## config.mk

```make
export PLATFORM = sky130hd
export DESIGN_NAME = seven_segment_rectangle_generator
export DESIGN_NICKNAME = d
export VERILOG_FILES = /design/src/hw/rtl/ssrg_pkg.sv /design/src/hw/rtl/ssrg_geom.sv /design/src/hw/rtl/ssrg_front.sv /design/src/hw/rtl/ssrg_queue.sv /design/src/hw/rtl/ssrg_back.sv /design/src/hw/rtl/seven_segment_rectangle_generator.sv
export SDC_FILE = /design/constraint.sdc
export NUM_CORES = 2
export LEC_CHECK = 0
export ABC_AREA = 0
export BUFFER_PORTS_ARGS = -buffer_cell sky130_fd_sc_hd__buf_2
export CORE_MARGIN = 8
export CORE_UTILIZATION = 60
export CTS_CLUSTER_SIZE = 12
export DETAILED_ROUTE_END_ITERATION = 8
export HOLD_SLACK_MARGIN = 0.06
export PLACE_DENSITY = 0.77
export SLEW_MARGIN = 40
export SYNTH_ARGS = -nofsm -noshare
export SYNTH_HDL_FRONTEND = slang
export SYNTH_SLANG_ARGS = --single-unit
```

## constraint.sdc

```tcl
create_clock -name clk -period 9.3 [get_ports clk]
set_input_delay 1.86 -clock clk [delete_from_list [all_inputs] [get_ports clk]]
set_output_delay 1.86 -clock clk [all_outputs]
set_load 0.03 [all_outputs]
```

## src/hw/rtl/ssrg_pkg.sv

```systemverilog
// shared types, constants and lookup functions of the seven-segment rectangle generator
`default_nettype none

package ssrg_pkg;

  localparam int unsigned NUM_DIGITS = 4;
  localparam int unsigned QDEPTH     = 2;

  localparam logic [4:0]  LAST_ELEM     = 5'd29;
  localparam logic [1:0]  SETTLE_CYCLES = 2'd3;
  localparam logic [1:0]  LAST_DIGIT    = 2'd3;

  // x / 50 as (x * DIV50_MULT) >> DIV50_SHIFT, exact for x < 2^19
  localparam logic [19:0] DIV50_MULT  = 20'd671089;
  localparam int unsigned DIV50_SHIFT = 25;

  // x / 10 as (x * DIV10_MULT) >> 19, exact for any 16-bit x
  localparam logic [15:0] DIV10_MULT  = 16'd52429;

  typedef logic [15:0] coord_t;
  typedef logic [31:0] color_t;
  typedef logic [6:0]  seg_map_t;

  typedef enum logic [2:0] {
    CFG_BOX_LEFT   = 3'd0,
    CFG_BOX_TOP    = 3'd1,
    CFG_BOX_WIDTH  = 3'd2,
    CFG_BOX_HEIGHT = 3'd3,
    CFG_SHIFT_X    = 3'd4,
    CFG_SHIFT_Y    = 3'd5,
    CFG_LIT_COLOR  = 3'd6,
    CFG_DARK_COLOR = 3'd7
  } cfg_reg_t;

  // segments in emission order
  typedef enum logic [2:0] {
    SEG_TOP         = 3'd0,
    SEG_BOTTOM      = 3'd1,
    SEG_UPPER_LEFT  = 3'd2,
    SEG_LOWER_LEFT  = 3'd3,
    SEG_UPPER_RIGHT = 3'd4,
    SEG_LOWER_RIGHT = 3'd5,
    SEG_MIDDLE      = 3'd6
  } seg_t;

  typedef struct packed {
    coord_t box_left;
    coord_t box_top;
    coord_t box_width;
    coord_t box_height;
    coord_t shift_x;
    coord_t shift_y;
  } geom_cfg_t;

  // ox is indexed by digit position, units first
  typedef struct packed {
    coord_t [NUM_DIGITS-1:0] ox;
    coord_t x_bar_l;
    coord_t x_bar_r;
    coord_t x_left_r;
    coord_t x_right_l;
    coord_t x_right_r;
    coord_t colon_l;
    coord_t colon_r;
    coord_t y0;
    coord_t y_h8;
    coord_t y_3h8;
    coord_t y_5h8;
    coord_t y_7h8;
    coord_t y_half;
    coord_t y_low;
    coord_t y_7h16;
    coord_t y_9h16;
  } geom_t;

  // one queued run: colon flag and the segment maps, units digit first
  typedef struct packed {
    logic                      colon;
    seg_map_t [NUM_DIGITS-1:0] maps;
  } run_t;

  function automatic seg_map_t digit_map(input logic [3:0] digit);
    seg_map_t m;
    unique case (digit)
      4'd0:    m = 7'h3F;
      4'd1:    m = 7'h06;
      4'd2:    m = 7'h5B;
      4'd3:    m = 7'h4F;
      4'd4:    m = 7'h66;
      4'd5:    m = 7'h6D;
      4'd6:    m = 7'h7D;
      4'd7:    m = 7'h07;
      4'd8:    m = 7'h7F;
      4'd9:    m = 7'h67;
      default: m = 7'h00;
    endcase
    return m;
  endfunction

  // bit of the segment map that drives a segment
  function automatic logic [2:0] map_bit(input seg_t seg);
    logic [2:0] b;
    unique case (seg)
      SEG_TOP:         b = 3'd0;
      SEG_BOTTOM:      b = 3'd3;
      SEG_UPPER_LEFT:  b = 3'd5;
      SEG_LOWER_LEFT:  b = 3'd4;
      SEG_UPPER_RIGHT: b = 3'd1;
      SEG_LOWER_RIGHT: b = 3'd2;
      SEG_MIDDLE:      b = 3'd6;
      default:         b = 3'd0;
    endcase
    return b;
  endfunction

endpackage

`default_nettype wire

```

## src/hw/rtl/ssrg_geom.sv

```systemverilog
// geometry pipeline: box registers to rectangle edges, three register stages
`default_nettype none

module ssrg_geom (
  input  wire logic               clk,
  input  ssrg_pkg::geom_cfg_t     cfg,
  output ssrg_pkg::geom_t         geom
);
  import ssrg_pkg::*;

  logic [18:0] scaled;
  logic [38:0] prod_r;
  coord_t      y0_r;
  coord_t      base_r;

  logic [12:0] extra;
  logic [11:0] sp;
  coord_t      dw;
  logic [17:0] h3;
  logic [18:0] h5;
  logic [18:0] h7;
  logic [19:0] h9;

  logic [12:0] extra_r;
  logic [11:0] sp_r;
  coord_t      dw_r;
  coord_t      base2_r;

  coord_t      pitch;
  coord_t      pitch2;
  coord_t      pitch3;
  logic [18:0] dw7;
  coord_t      dw7_8;
  geom_t       geom_r;

  // stage 1: 5w + 50 times reciprocal of 50
  assign scaled = {1'b0, cfg.box_width, 2'b00} + {3'b000, cfg.box_width} + 19'd50;

  always_ff @(posedge clk) begin
    prod_r <= {20'b0, scaled} * {19'b0, DIV50_MULT};
    y0_r   <= cfg.box_top + cfg.shift_y;
    base_r <= cfg.box_left + cfg.shift_x;
  end

  // stage 2: spacing, digit width and vertical edges
  assign extra = prod_r[DIV50_SHIFT+12:DIV50_SHIFT];
  assign sp    = extra[12:1];
  assign dw    = {2'b00, cfg.box_width[15:2]} - {4'b0000, sp} - {6'b000000, sp[11:2]};
  assign h3    = {1'b0, cfg.box_height, 1'b0} + {2'b00, cfg.box_height};
  assign h5    = {1'b0, cfg.box_height, 2'b00} + {3'b000, cfg.box_height};
  assign h7    = {cfg.box_height, 3'b000} - {3'b000, cfg.box_height};
  assign h9    = {1'b0, cfg.box_height, 3'b000} + {4'b0000, cfg.box_height};

  always_ff @(posedge clk) begin
    extra_r       <= extra;
    sp_r          <= sp;
    dw_r          <= dw;
    base2_r       <= base_r;
    geom_r.y0     <= y0_r;
    geom_r.y_h8   <= y0_r + {3'b000, cfg.box_height[15:3]};
    geom_r.y_3h8  <= y0_r + {1'b0, h3[17:3]};
    geom_r.y_5h8  <= y0_r + h5[18:3];
    geom_r.y_7h8  <= y0_r + h7[18:3];
    geom_r.y_half <= y0_r + {1'b0, cfg.box_height[15:1]};
    geom_r.y_low  <= y0_r + cfg.box_height - 16'd1;
    geom_r.y_7h16 <= y0_r + {1'b0, h7[18:4]};
    geom_r.y_9h16 <= y0_r + h9[19:4];
  end

  // stage 3: digit origins and horizontal offsets
  assign pitch  = dw_r + {4'b0000, sp_r};
  assign pitch2 = {pitch[14:0], 1'b0};
  assign pitch3 = pitch2 + pitch;
  assign dw7    = {dw_r, 3'b000} - {3'b000, dw_r};
  assign dw7_8  = dw7[18:3];

  always_ff @(posedge clk) begin
    geom_r.ox[0]     <= base2_r + pitch3 + {3'b000, extra_r};
    geom_r.ox[1]     <= base2_r + pitch2 + {3'b000, extra_r};
    geom_r.ox[2]     <= base2_r + pitch;
    geom_r.ox[3]     <= base2_r;
    geom_r.x_bar_l   <= {3'b000, dw_r[15:3]} + 16'd1;
    geom_r.x_bar_r   <= dw7_8 - 16'd1;
    geom_r.x_left_r  <= {3'b000, dw_r[15:3]};
    geom_r.x_right_l <= dw7_8;
    geom_r.x_right_r <= dw_r - 16'd1;
    geom_r.colon_l   <= base2_r + pitch2;
    geom_r.colon_r   <= base2_r + pitch2 + {4'b0000, sp_r} - 16'd1;
  end

  assign geom = geom_r;

endmodule

`default_nettype wire

```

## src/hw/rtl/ssrg_front.sv

```systemverilog
// front end: takes a value and splits it into four segment maps, one digit a cycle
`default_nettype none

module ssrg_front (
  input  wire logic            clk,
  input  wire logic            rst_n,
  input  wire logic            load,
  input  wire logic [15:0]     value,
  input  wire logic            colon,
  input  wire logic            q_ready,
  output logic                 push,
  output ssrg_pkg::run_t       push_data,
  output logic                 front_busy
);
  import ssrg_pkg::*;

  logic                      have_r;
  logic                      done_r;
  logic [1:0]                cnt_r;
  logic [15:0]               val_r;
  logic                      colon_r;
  seg_map_t [NUM_DIGITS-1:0] maps_r;

  logic [31:0] prod;
  logic [12:0] quot;
  logic [15:0] quot10;
  logic [15:0] rem;

  // divide by ten through the reciprocal
  assign prod   = {16'b0, val_r} * {16'b0, DIV10_MULT};
  assign quot   = prod[31:19];
  assign quot10 = {quot[12:0], 3'b000} + {2'b00, quot[12:0], 1'b0};
  assign rem    = val_r - quot10;

  assign push       = have_r && done_r;
  assign front_busy = have_r && !(done_r && q_ready);

  assign push_data.colon = colon_r;
  assign push_data.maps  = maps_r;

  always_ff @(posedge clk) begin
    if (!rst_n) begin
      have_r <= 1'b0;
      done_r <= 1'b0;
      cnt_r  <= 2'd0;
    end else if (load) begin
      have_r  <= 1'b1;
      done_r  <= 1'b0;
      cnt_r   <= 2'd0;
      val_r   <= value;
      colon_r <= colon;
    end else if (have_r && !done_r) begin
      maps_r[cnt_r] <= digit_map(rem[3:0]);
      val_r         <= {3'b000, quot};
      cnt_r         <= cnt_r + 2'd1;
      done_r        <= (cnt_r == LAST_DIGIT);
    end else if (push && q_ready) begin
      have_r <= 1'b0;
    end
  end

endmodule

`default_nettype wire

```

## src/hw/rtl/ssrg_queue.sv

```systemverilog
// two-entry queue of decoded runs between front and back end
`default_nettype none

module ssrg_queue (
  input  wire logic          clk,
  input  wire logic          rst_n,
  input  wire logic          push,
  input  ssrg_pkg::run_t     push_data,
  output logic               q_ready,
  input  wire logic          pop,
  output logic               q_valid,
  output ssrg_pkg::run_t     q_data
);
  import ssrg_pkg::*;

  localparam int unsigned PTR_W = $clog2(QDEPTH);
  localparam int unsigned CNT_W = $clog2(QDEPTH + 1);

  run_t             mem [QDEPTH];
  logic [PTR_W-1:0] wr_ptr_r;
  logic [PTR_W-1:0] rd_ptr_r;
  logic [CNT_W-1:0] count_r;
  logic             do_push;
  logic             do_pop;

  assign q_ready = (count_r != CNT_W'(QDEPTH));
  assign q_valid = (count_r != '0);
  assign do_push = push && q_ready;
  assign do_pop  = pop && q_valid;
  assign q_data  = mem[rd_ptr_r];

  always_ff @(posedge clk) begin
    if (do_push) begin
      mem[wr_ptr_r] <= push_data;
    end
  end

  always_ff @(posedge clk) begin
    if (!rst_n) begin
      wr_ptr_r <= '0;
      rd_ptr_r <= '0;
      count_r  <= '0;
    end else begin
      if (do_push) begin
        wr_ptr_r <= (wr_ptr_r == PTR_W'(QDEPTH - 1)) ? '0 : wr_ptr_r + PTR_W'(1);
      end
      if (do_pop) begin
        rd_ptr_r <= (rd_ptr_r == PTR_W'(QDEPTH - 1)) ? '0 : rd_ptr_r + PTR_W'(1);
      end
      if (do_push && !do_pop) begin
        count_r <= count_r + CNT_W'(1);
      end else if (do_pop && !do_push) begin
        count_r <= count_r - CNT_W'(1);
      end
    end
  end

endmodule

`default_nettype wire

```

## src/hw/rtl/ssrg_back.sv

```systemverilog
// back end: walks a run and emits one registered rectangle a cycle
`default_nettype none

module ssrg_back (
  input  wire logic               clk,
  input  wire logic               rst_n,
  input  ssrg_pkg::geom_t         geom,
  input  ssrg_pkg::color_t        lit_color,
  input  ssrg_pkg::color_t        dark_color,
  input  wire logic               q_valid,
  input  ssrg_pkg::run_t          q_data,
  output logic                    pop,
  output logic                    out_strobe,
  output logic [15:0]             out_rect_left,
  output logic [15:0]             out_rect_right,
  output logic [15:0]             out_rect_top,
  output logic [15:0]             out_rect_bottom,
  output logic [31:0]             out_fill_color,
  output logic [4:0]              out_element_index,
  output logic                    out_last_rect
);
  import ssrg_pkg::*;

  logic       active_r;
  logic [4:0] elem_r;
  logic [1:0] dig_r;
  seg_t       seg_r;
  run_t       cur_r;

  logic       is_last;
  logic       is_colon;
  logic       lit;
  coord_t     ox;
  coord_t     left_nxt;
  coord_t     right_nxt;
  coord_t     top_nxt;
  coord_t     bottom_nxt;
  color_t     color_nxt;

  logic       strobe_r;
  coord_t     left_r;
  coord_t     right_r;
  coord_t     top_r;
  coord_t     bottom_r;
  color_t     color_r;
  logic [4:0] index_r;
  logic       last_r;

  assign is_last  = (elem_r == LAST_ELEM);
  assign is_colon = (elem_r[4:1] == 4'd0);
  assign pop      = q_valid && (!active_r || is_last);
  assign ox       = geom.ox[dig_r];
  assign lit      = cur_r.maps[dig_r][map_bit(seg_r)];

  always_comb begin
    if (is_colon) begin
      left_nxt   = geom.colon_l;
      right_nxt  = geom.colon_r;
      top_nxt    = elem_r[0] ? geom.y_5h8 : geom.y_h8;
      bottom_nxt = elem_r[0] ? geom.y_7h8 : geom.y_3h8;
      color_nxt  = cur_r.colon ? lit_color : dark_color;
    end else begin
      color_nxt = lit ? lit_color : dark_color;
      unique case (seg_r)
        SEG_TOP: begin
          left_nxt   = ox + geom.x_bar_l;
          right_nxt  = ox + geom.x_bar_r;
          top_nxt    = geom.y0;
          bottom_nxt = geom.y_h8;
        end
        SEG_BOTTOM: begin
          left_nxt   = ox + geom.x_bar_l;
          right_nxt  = ox + geom.x_bar_r;
          top_nxt    = geom.y_7h8;
          bottom_nxt = geom.y_low;
        end
        SEG_UPPER_LEFT: begin
          left_nxt   = ox;
          right_nxt  = ox + geom.x_left_r;
          top_nxt    = geom.y0;
          bottom_nxt = geom.y_half;
        end
        SEG_LOWER_LEFT: begin
          left_nxt   = ox;
          right_nxt  = ox + geom.x_left_r;
          top_nxt    = geom.y_half;
          bottom_nxt = geom.y_low;
        end
        SEG_UPPER_RIGHT: begin
          left_nxt   = ox + geom.x_right_l;
          right_nxt  = ox + geom.x_right_r;
          top_nxt    = geom.y0;
          bottom_nxt = geom.y_half;
        end
        SEG_LOWER_RIGHT: begin
          left_nxt   = ox + geom.x_right_l;
          right_nxt  = ox + geom.x_right_r;
          top_nxt    = geom.y_half;
          bottom_nxt = geom.y_low;
        end
        default: begin
          left_nxt   = ox + geom.x_bar_l;
          right_nxt  = ox + geom.x_bar_r;
          top_nxt    = geom.y_7h16;
          bottom_nxt = geom.y_9h16;
        end
      endcase
    end
  end

  // run sequencing
  always_ff @(posedge clk) begin
    if (!rst_n) begin
      active_r <= 1'b0;
      elem_r   <= 5'd0;
      dig_r    <= 2'd0;
      seg_r    <= SEG_TOP;
    end else if (pop) begin
      active_r <= 1'b1;
      elem_r   <= 5'd0;
      dig_r    <= 2'd0;
      seg_r    <= SEG_TOP;
      cur_r    <= q_data;
    end else if (active_r) begin
      if (is_last) begin
        active_r <= 1'b0;
      end else begin
        elem_r <= elem_r + 5'd1;
      end
      if (!is_colon) begin
        if (seg_r == SEG_MIDDLE) begin
          seg_r <= SEG_TOP;
          dig_r <= dig_r + 2'd1;
        end else begin
          seg_r <= seg_t'(seg_r + 3'd1);
        end
      end
    end
  end

  // output register
  always_ff @(posedge clk) begin
    if (!rst_n) begin
      strobe_r <= 1'b0;
    end else begin
      strobe_r <= active_r;
    end
  end

  always_ff @(posedge clk) begin
    left_r   <= left_nxt;
    right_r  <= right_nxt;
    top_r    <= top_nxt;
    bottom_r <= bottom_nxt;
    color_r  <= color_nxt;
    index_r  <= elem_r;
    last_r   <= is_last;
  end

  assign out_strobe        = strobe_r;
  assign out_rect_left     = left_r;
  assign out_rect_right    = right_r;
  assign out_rect_top      = top_r;
  assign out_rect_bottom   = bottom_r;
  assign out_fill_color    = color_r;
  assign out_element_index = index_r;
  assign out_last_rect     = last_r;

endmodule

`default_nettype wire

```

## src/hw/rtl/seven_segment_rectangle_generator.sv

```systemverilog
// top level of the seven-segment rectangle generator: config registers, front, queue, back
// a value passes the digit split, the queue and the back end's run and output registers
// 30 rectangles per value, one a cycle while a run is drawn; the back end sets the pace
// and the front end splits the next value ahead of it
// reset and every config write hold busy while the geometry pipeline settles
// results go out on a one-cycle strobe and cannot be held off by the receiver
`default_nettype none

module seven_segment_rectangle_generator (
  input  wire logic        clk,
  input  wire logic        rst_n,
  // input transaction
  input  wire logic        start,
  output logic             busy,
  input  wire logic [15:0] in_shown_value,
  input  wire logic        in_colon_on,
  // config write channel
  input  wire logic        cfg_valid,
  output logic             cfg_ready,
  input  wire logic [2:0]  cfg_index,
  input  wire logic [31:0] cfg_data,
  // result transaction
  output logic             out_strobe,
  output logic [15:0]      out_rect_left,
  output logic [15:0]      out_rect_right,
  output logic [15:0]      out_rect_top,
  output logic [15:0]      out_rect_bottom,
  output logic [31:0]      out_fill_color,
  output logic [4:0]       out_element_index,
  output logic             out_last_rect
);
  import ssrg_pkg::*;

  // configuration registers
  geom_cfg_t  cfg_r;
  color_t     lit_color_r;
  color_t     dark_color_r;
  logic [1:0] settle_r;

  // front to queue to back
  logic   accept;
  logic   front_busy;
  logic   push;
  run_t   push_data;
  logic   q_ready;
  logic   q_valid;
  run_t   q_data;
  logic   pop;
  geom_t  geom;

  // the config port never stalls
  assign cfg_ready = 1'b1;

  // a new value is taken while the back end is still drawing the previous run;
  // a front end still splitting a value or with a run stuck behind a full queue,
  // or settling geometry, holds it off
  assign busy   = front_busy || (settle_r != 2'd0);
  assign accept = start && !busy;

  always_ff @(posedge clk) begin
    if (!rst_n) begin
      cfg_r.box_left   <= 16'd0;
      cfg_r.box_top    <= 16'd0;
      cfg_r.box_width  <= 16'd128;
      cfg_r.box_height <= 16'd32;
      cfg_r.shift_x    <= 16'd0;
      cfg_r.shift_y    <= 16'd0;
      lit_color_r      <= 32'd0;
      dark_color_r     <= 32'd0;
    end else if (cfg_valid && cfg_ready) begin
      unique case (cfg_reg_t'(cfg_index))
        CFG_BOX_LEFT:   cfg_r.box_left   <= cfg_data[15:0];
        CFG_BOX_TOP:    cfg_r.box_top    <= cfg_data[15:0];
        CFG_BOX_WIDTH:  cfg_r.box_width  <= cfg_data[15:0];
        CFG_BOX_HEIGHT: cfg_r.box_height <= cfg_data[15:0];
        CFG_SHIFT_X:    cfg_r.shift_x    <= cfg_data[15:0];
        CFG_SHIFT_Y:    cfg_r.shift_y    <= cfg_data[15:0];
        CFG_LIT_COLOR:  lit_color_r      <= cfg_data;
        CFG_DARK_COLOR: dark_color_r     <= cfg_data;
      endcase
    end
  end

  // geometry is three register stages behind the config registers
  always_ff @(posedge clk) begin
    if (!rst_n) begin
      settle_r <= SETTLE_CYCLES;
    end else if (cfg_valid && cfg_ready) begin
      settle_r <= SETTLE_CYCLES;
    end else if (settle_r != 2'd0) begin
      settle_r <= settle_r - 2'd1;
    end
  end

  ssrg_geom u_geom (
    .clk  (clk),
    .cfg  (cfg_r),
    .geom (geom)
  );

  // front end: decimal split into segment maps
  ssrg_front u_front (
    .clk        (clk),
    .rst_n      (rst_n),
    .load       (accept),
    .value      (in_shown_value),
    .colon      (in_colon_on),
    .q_ready    (q_ready),
    .push       (push),
    .push_data  (push_data),
    .front_busy (front_busy)
  );

  // decouples the decode from the drawing
  ssrg_queue u_queue (
    .clk       (clk),
    .rst_n     (rst_n),
    .push      (push),
    .push_data (push_data),
    .q_ready   (q_ready),
    .pop       (pop),
    .q_valid   (q_valid),
    .q_data    (q_data)
  );

  // back end: 2 colon bars then 4 digits of 7 segments, units digit first
  ssrg_back u_back (
    .clk               (clk),
    .rst_n             (rst_n),
    .geom              (geom),
    .lit_color         (lit_color_r),
    .dark_color        (dark_color_r),
    .q_valid           (q_valid),
    .q_data            (q_data),
    .pop               (pop),
    .out_strobe        (out_strobe),
    .out_rect_left     (out_rect_left),
    .out_rect_right    (out_rect_right),
    .out_rect_top      (out_rect_top),
    .out_rect_bottom   (out_rect_bottom),
    .out_fill_color    (out_fill_color),
    .out_element_index (out_element_index),
    .out_last_rect     (out_last_rect)
  );

`ifndef SYNTHESIS
  // the last flag marks the final rectangle of a run and nothing else
  a_last_index: assert property (@(posedge clk) disable iff (!rst_n)
    out_strobe && out_last_rect |-> out_element_index == LAST_ELEM)
    else $error("last rectangle flag on wrong element");

  // a run is emitted without gaps
  a_run_contiguous: assert property (@(posedge clk) disable iff (!rst_n)
    out_strobe && (out_element_index != 5'd0) |-> $past(out_strobe))
    else $error("gap inside a rectangle run");

  // no new value while the geometry is catching up with a config write
  a_cfg_settle: assert property (@(posedge clk) disable iff (!rst_n)
    cfg_valid && cfg_ready |=> busy)
    else $error("input taken right after a config write");

  // a run offered to a full queue stays held in the front end
  a_queue_room: assert property (@(posedge clk) disable iff (!rst_n)
    push && !q_ready |-> front_busy)
    else $error("front end released a run the queue could not take");
`endif

endmodule

`default_nettype wire
```

Yosys cells after proc, flatten, opt, wreduce, memory -nomap -nowiden

Memory sizes are Yosys's and may differ from the RTL's. A register that Yosys moved wholly into a read port is not among the register bits.
Cells that the tools add are included.

Bits in registers: 773
Bits in latches: 0
RAM bits: 58
ROM bits: 112
Logic and storage cells: 230
Memories kept: 2

Add/subtract/negate cells: 48
$mul: 2
Div/mod/pow operators: 0
Order comparisons: 4
Eq/ne operators: 17
Shifts and indexed selects: 0
Mux-type cells: 41
Bitwise logic cells: 4
Reductions and logical operators: 52

Memories:

| memory          | depth | bits a word | read ports | clocked after memory_dff | write ports | RTL line         | text |
|---|---|---|---|---|---|---|---|
| (no name shown) | 16    | 7           | 1          | 0                        | 0           | ssrg_pkg.sv:84   | `unique case (digit)` |
| u_queue.mem     | 2     | 29          | 1          | 1                        | 1           | ssrg_queue.sv:19 | `run_t mem [QDEPTH];` |

Operators by type and width:

| operator                                                               | number |
|---|---|
| 16-bit adder                                                           | 14 |
| 16-bit 2-to-1 mux                                                      | 9 |
| 32-bit 2-to-1 mux                                                      | 3 |
| 16-bit one-hot mux with 3 select lines                                 | 2 |
| 16-bit by 13-bit adder with 16-bit output                              | 4 |
| 16-bit one-hot mux with 2 select lines                                 | 2 |
| 16-bit by 1-bit subtractor with 16-bit output (second input constant)  | 4 |
| 16-bit by 15-bit adder with 16-bit output                              | 3 |
| 18-bit by 16-bit adder with 19-bit output                              | 2 |
| 19-bit by 20-bit multiplier with 38-bit output (second input constant) | 1 |
| 19-bit by 16-bit subtractor with 19-bit output                         | 2 |
| 7-bit 2-to-1 mux                                                       | 5 |
| 16-bit by 12-bit adder with 16-bit output                              | 2 |
| 16-bit binary-select mux with 2-bit select                             | 1 |
| 16-bit by 16-bit multiplier with 32-bit output (second input constant) | 1 |
| 28-bit bitwise mux                                                     | 1 |
| 2-bit AND reduction                                                    | 14 |
| 3-bit == test (second input constant)                                  | 7 |
| 19-bit by 16-bit adder with 20-bit output                              | 1 |
| 19-bit by 6-bit adder with 19-bit output (second input constant)       | 1 |
| 17-bit by 16-bit adder with 18-bit output                              | 1 |
| 3-bit one-hot mux with 6 select lines                                  | 1 |
| 16-bit by 10-bit subtractor with 16-bit output                         | 1 |
| 14-bit by 12-bit subtractor with 15-bit output                         | 1 |
| other kinds (32)                                                       | 85 |

Longest topological paths before layout

Depth after elaboration: 10
Depth in mapped cells: 35
Depth with buffers taken out: 35

By module

Synthesis repeated with hierarchy kept, for this count alone.

Cells, all modules: 5419
Area total of the unflattened synthesis: 53608.9 µm²

Modules (own cells, without submodules):

| module                            | instances | cells each | area each (µm²) | seq. area each (µm²) |
|---|---|---|---|---|
| ssrg_geom                         | 1         | 3269       | 30435.4         | 8087.8 |
| ssrg_back                         | 1         | 853        | 8435.6          | 3153.0 |
| ssrg_front                        | 1         | 602        | 6456.2          | 1431.4 |
| seven_segment_rectangle_generator | 1         | 581        | 5950.7          | 3243.1 |
| ssrg_queue                        | 1         | 114        | 2331.0          | 1841.8 |

Worst setup path before layout

OpenSTA, ideal clock, no wires.

Path kind: register to register
Start: register cfg_r[48] in the netlist's numbering
End: register u_geom.prod_r[32]
Arrival: 8.311 ns
Required time: 9.177 ns
Setup slack: 0.865 ns
Cell stages (with the launch flop): 35
Buffers on the path: 0
Cells stage by stage: dfxtp_1 > ha_1 > ha_1 > inv_1 > fa_1 > nor2b_1 > o2111ai_1 > nand3_1 > o41ai_1 > o21ai_1 > o211a_1 > o21a_1 > o21ai_0 > inv_1 > fa_1 > inv_1 > fa_1 > inv_1 > fa_1 > fa_1 > fa_1 > inv_1 > fa_1 > inv_1 > ha_1 > a21o_1 > a21o_1 > a21o_1 > a21o_1 > a21o_1 > a211oi_1 > o21ai_0 > a21oi_1 > o21bai_1 > xor2_1

Longest elaborated chain between the ends: 3

RTL lines:

| element                                        | RTL line                                | text |
|---|---|---|
| from (decl)                                    | seven_segment_rectangle_generator.sv:35 | `geom_cfg_t cfg_r;` |
| 18-bit by 16-bit adder with 19-bit output      | ssrg_geom.sv:37                         | `assign scaled = {1'b0, cfg.box_width, 2'b00} + {3'b000, cfg.box_width} + 19'd50;` |
| 19-bit by 6-bit adder with 19-bit output       | ssrg_geom.sv:37                         |  |
| 19-bit by 20-bit multiplier with 38-bit output | ssrg_geom.sv:40                         | `prod_r <= {20'b0, scaled} * {19'b0, DIV50_MULT};` |
| to (signal assigned)                           | ssrg_geom.sv:40                         |  |
| to (decl)                                      | ssrg_geom.sv:12                         | `logic [38:0] prod_r;` |

Every way passes these cells.
A chain may end at the register's enable or synchronous reset.

Worst setup path after layout

Start: register cfg_r[49] in the netlist's numbering
End: register u_geom.prod_r[36]

The elaborated chain is that of the path after synthesis.

==> results_dict.tcl <==
set metrics [dict create \
    max_cap_viol_count 0 \
    multi_input_area_um2 31500 \
    mostFrequentLayoutCell "ha_1" \
    yosysTopAreaCellShare_pct 26.3 \
    worst_path_max_delay_cell "fa_1" \
    setup_tns_ns 0 \
    grt_usage_pct 26.3 \
    power_per_cell_area_nw_per_um2 329 \
    use_met2_pct 42.8 \
    syn-num-nets 6449 \
    cts_sinks 820 \
    synthArstFlopShare_pct 0 \
    synth.distinct_cells 89 \
    hp-class "register to register" \
    use_met1_pct 36.5 \
    via_per_inst 5.71 \
    slew-limit-headroom_pct 41.3 \
    place_inst 6644 \
    fin_ws_ns 0.659 \
    seqCellArea_um2 17700 \
    cts_hold_buf 0 \
    htreeDepth 3 \
    wl_mm 130 \
    place_hpwl_mm 99.8 \
    antenna_found_initial 7 \
    crit_required_ns 9.83 \
    die_w_um 311 \
    clock_latency_ns 0.67 \
    ys_warn_count 0 \
    fin_cells 6805 \
    cts_tree "yes" \
    peakVddDrop_mv 0.336 \
    port_buffers 159 \
    finalSetupViolCount 0 \
    rsz0062_at_grt "no" \
    dp_slack_ns 0.446 \
    ff2ff_setup_slack_ns 0.66 \
    rr_startpoint "cfg_r[49]" \
    ys_seq_area_share_pct 33.9 \
    synth_enable_flop_cells 132 \
    layout_common_cells "711 x ha_1, 686 x dfxtp_1, 685 x inv_1, 538 x nand2_1, 402 x a21oi_1" \
    cp_max_fo 8 \
    grt_pass1_wl_mm 208 \
    clockPowerShare_pct 19.0 \
    ys_top_cells_by_area "dfxtp_1 26%, ha_1 17%, fa_1 9.6%, edfxtp_1 7.6%, xnor2_1 4.9%" \
    critical_path.top_delay_family "adder cells" \
    grt_pass1_vias 39143 \
    path_depth 30 \
    cp_num_buf_inv 4 \
    drt-pass1-iter-count 7 \
    end_kind "register" \
    combPwrFrac_pct 54.6 \
    synth_area_leader_cell "dfxtp_1" \
    status "finished clean" \
    grt_start_max_net_pins 88 \
    hold_end "u_geom.extra_r[0]" \
    detail-route-antenna-nets 0 \
    core-area_um2 86600 \
    cts-root-buf "clkbuf_16" \
    r2r.worst_path.cells 30 \
    hold_violations 0 \
    wl_per_cell_um 19.1 \
    start_util_pct 60.4 \
    n_fill_cell 6737 \
    hold_start "u_geom.prod_r[25]" \
    pin_count 161 \
    crit_type "register to register" \
    power.net_switching_mw 7.94 \
    vias 38830 \
    synthFlopType "dfxtp_1" \
    grt-busiest-layer "met2" \
    layout_min_cycle_time_ns 8.64 \
    whs_path_depth 0 \
    die_h_um 311 \
    hold_ws_ns 0.293 \
    drtIter0Drc 3188 \
    use_met3_pct 3.82 \
    finalCritPeriodShare_pct 92.9 \
    ctsLongestPathBuffers 3 \
    avgSynthCellArea_um2 9.64 \
    tightest_slew_ns 0.881 \
    crit_arrival_ns 9.17 \
    switching_share_pct 42.0 \
    synthToLayoutAreaGrowth_pct 10.0 \
    p_int_mw 11.0 \
    r2r_end "u_geom.prod_r[36]" \
    seq_power_share_pct 26.4 \
    utilization_pct 66.4 \
    worstSetupStartpointType "register" \
    fmax_ghz 0.116 \
    slowest_delay_ns 0.57 \
    die_area_um2 96900 \
    gp_congestion 0.948 \
    ys_seq_elements 820 \
    drc 0 \
    synth_area_um2 52300 \
    drive_gt1_share_pct 9.00 \
    syn-instance-count 5429 \
    clk_pin_slew_ns 0.06 \
    num_rows 108 \
    overflow 0 \
    final_max_slew_viol_count 0 \
    cts_buffers 89 \
    p_leak_nw 26.8 \
    finClkSkew_ns 0.0688 \
    final_nets 6602 \
]
flip-flops by register name, indices dropped and copies added, names as in the netlist, 28 cells and up:
| signal | flops |
|---|---|
| u_queue.mem | 58 |
| dark_color_r | 32 |
| u_front.push_data | 28 |
| u_back.out_fill_color | 32 |
| u_back.cur_r | 29 |
| lit_color_r | 32 |
| cfg_r | 96 |
| u_geom.geom | 314 |
layer usage:
metal	vias to the layer above	wire length, um
met3	225	8950
met4	8	3340
met2	1176	59500
li1	18811	-
met1	18610	58200
met5	-	50
synth_stat cells (all sizes together) (26+ instances only):
| library cell | n |
|---|---|
| nor2b | 81 |
| a21oi | 402 |
| nor2 | 273 |
| ha | 712 |
| a222oi | 45 |
| dfxtp | 688 |
| inv | 685 |
| a211oi | 61 |
| fa | 252 |
| o21ai | 165 |
| nand2b | 33 |
| and3 | 34 |
| xor2 | 116 |
| a21o | 76 |
| nand2 | 539 |
| edfxtp | 132 |
| o21a | 26 |
| mux2 | 77 |
| o21bai | 44 |
| xnor2 | 296 |
| clkbuf | 128 |
| a31oi | 49 |
| or3 | 27 |
| nor3 | 97 |
| nand3 | 73 |
worst max-delay path by stage:
stage               slack [ns]       from           endpoint
floorplan                 0.87  cfg_r[48]  u_geom.prod_r[32]
global placement          0.53  cfg_r[50]  u_geom.prod_r[32]
detailed placement        0.45  cfg_r[48]  u_geom.prod_r[32]
CTS                       0.28  cfg_r[48]  u_geom.prod_r[32]
global route              0.09  cfg_r[50]  u_geom.prod_r[37]
finish                    0.66  cfg_r[49]  u_geom.prod_r[36]
layout make-up:
type,count,share of cell area [%]
sequential,820,30.8
multi-input combinational,3780,54.8
clock inverter,30,0.822
tap,1155,2.51
timing repair buffer,204,2.13
inverter,687,4.49
clock buffer,126,4.40
antenna,3,0.0130
power groups by stage:
stage	combinational, mW	sequential [mW]	clock, mW
6_report	10.3	4.99	3.60
5_1_grt	11.5	5.05	3.80
4_1_cts	10.3	4.98	3.64
3_5_place_dp	10.1	5.04	0
3_3_place_gp	9.80	5.02	0
2_1_floorplan	7.56	5.12	0
per-stage QoR:
| stage | total power [mW] | instance area (um2) |
|---|---|---|
| 6_report | 18.9 | 57600 |
| 5_1_grt | 20.4 | 57500 |
| 4_1_cts | 18.9 | 57500 |
| 3_5_place_dp | 15.2 | 54500 |
| 3_3_place_gp | 14.8 | 54300 |
| 2_1_floorplan | 12.7 | 52300 |
cells by family (layout without fill, tap and decap cells):
group           Yosys count  count (layout)  share of synthesized area (%)
flops                   820             820                           33.9
other cells               1               4                        0.00717
buf+inv                 829            1047                           6.02
xor+xnor                412             412                           6.93
simple gates           1255            1255                           10.9
mux                     118             118                           2.99
fa+ha+maj               964             964                           26.7
compound gates         1030            1030                           12.6
repair_timing:
| action | CTS | global route |
|---|---|---|
| gates resized for setup | 0 | 4 |
| setup buffers | 0 | 0 |
| setup endpoints to repair | 0 | 5 |
Note: power is estimated with default switching activity, not from simulation.
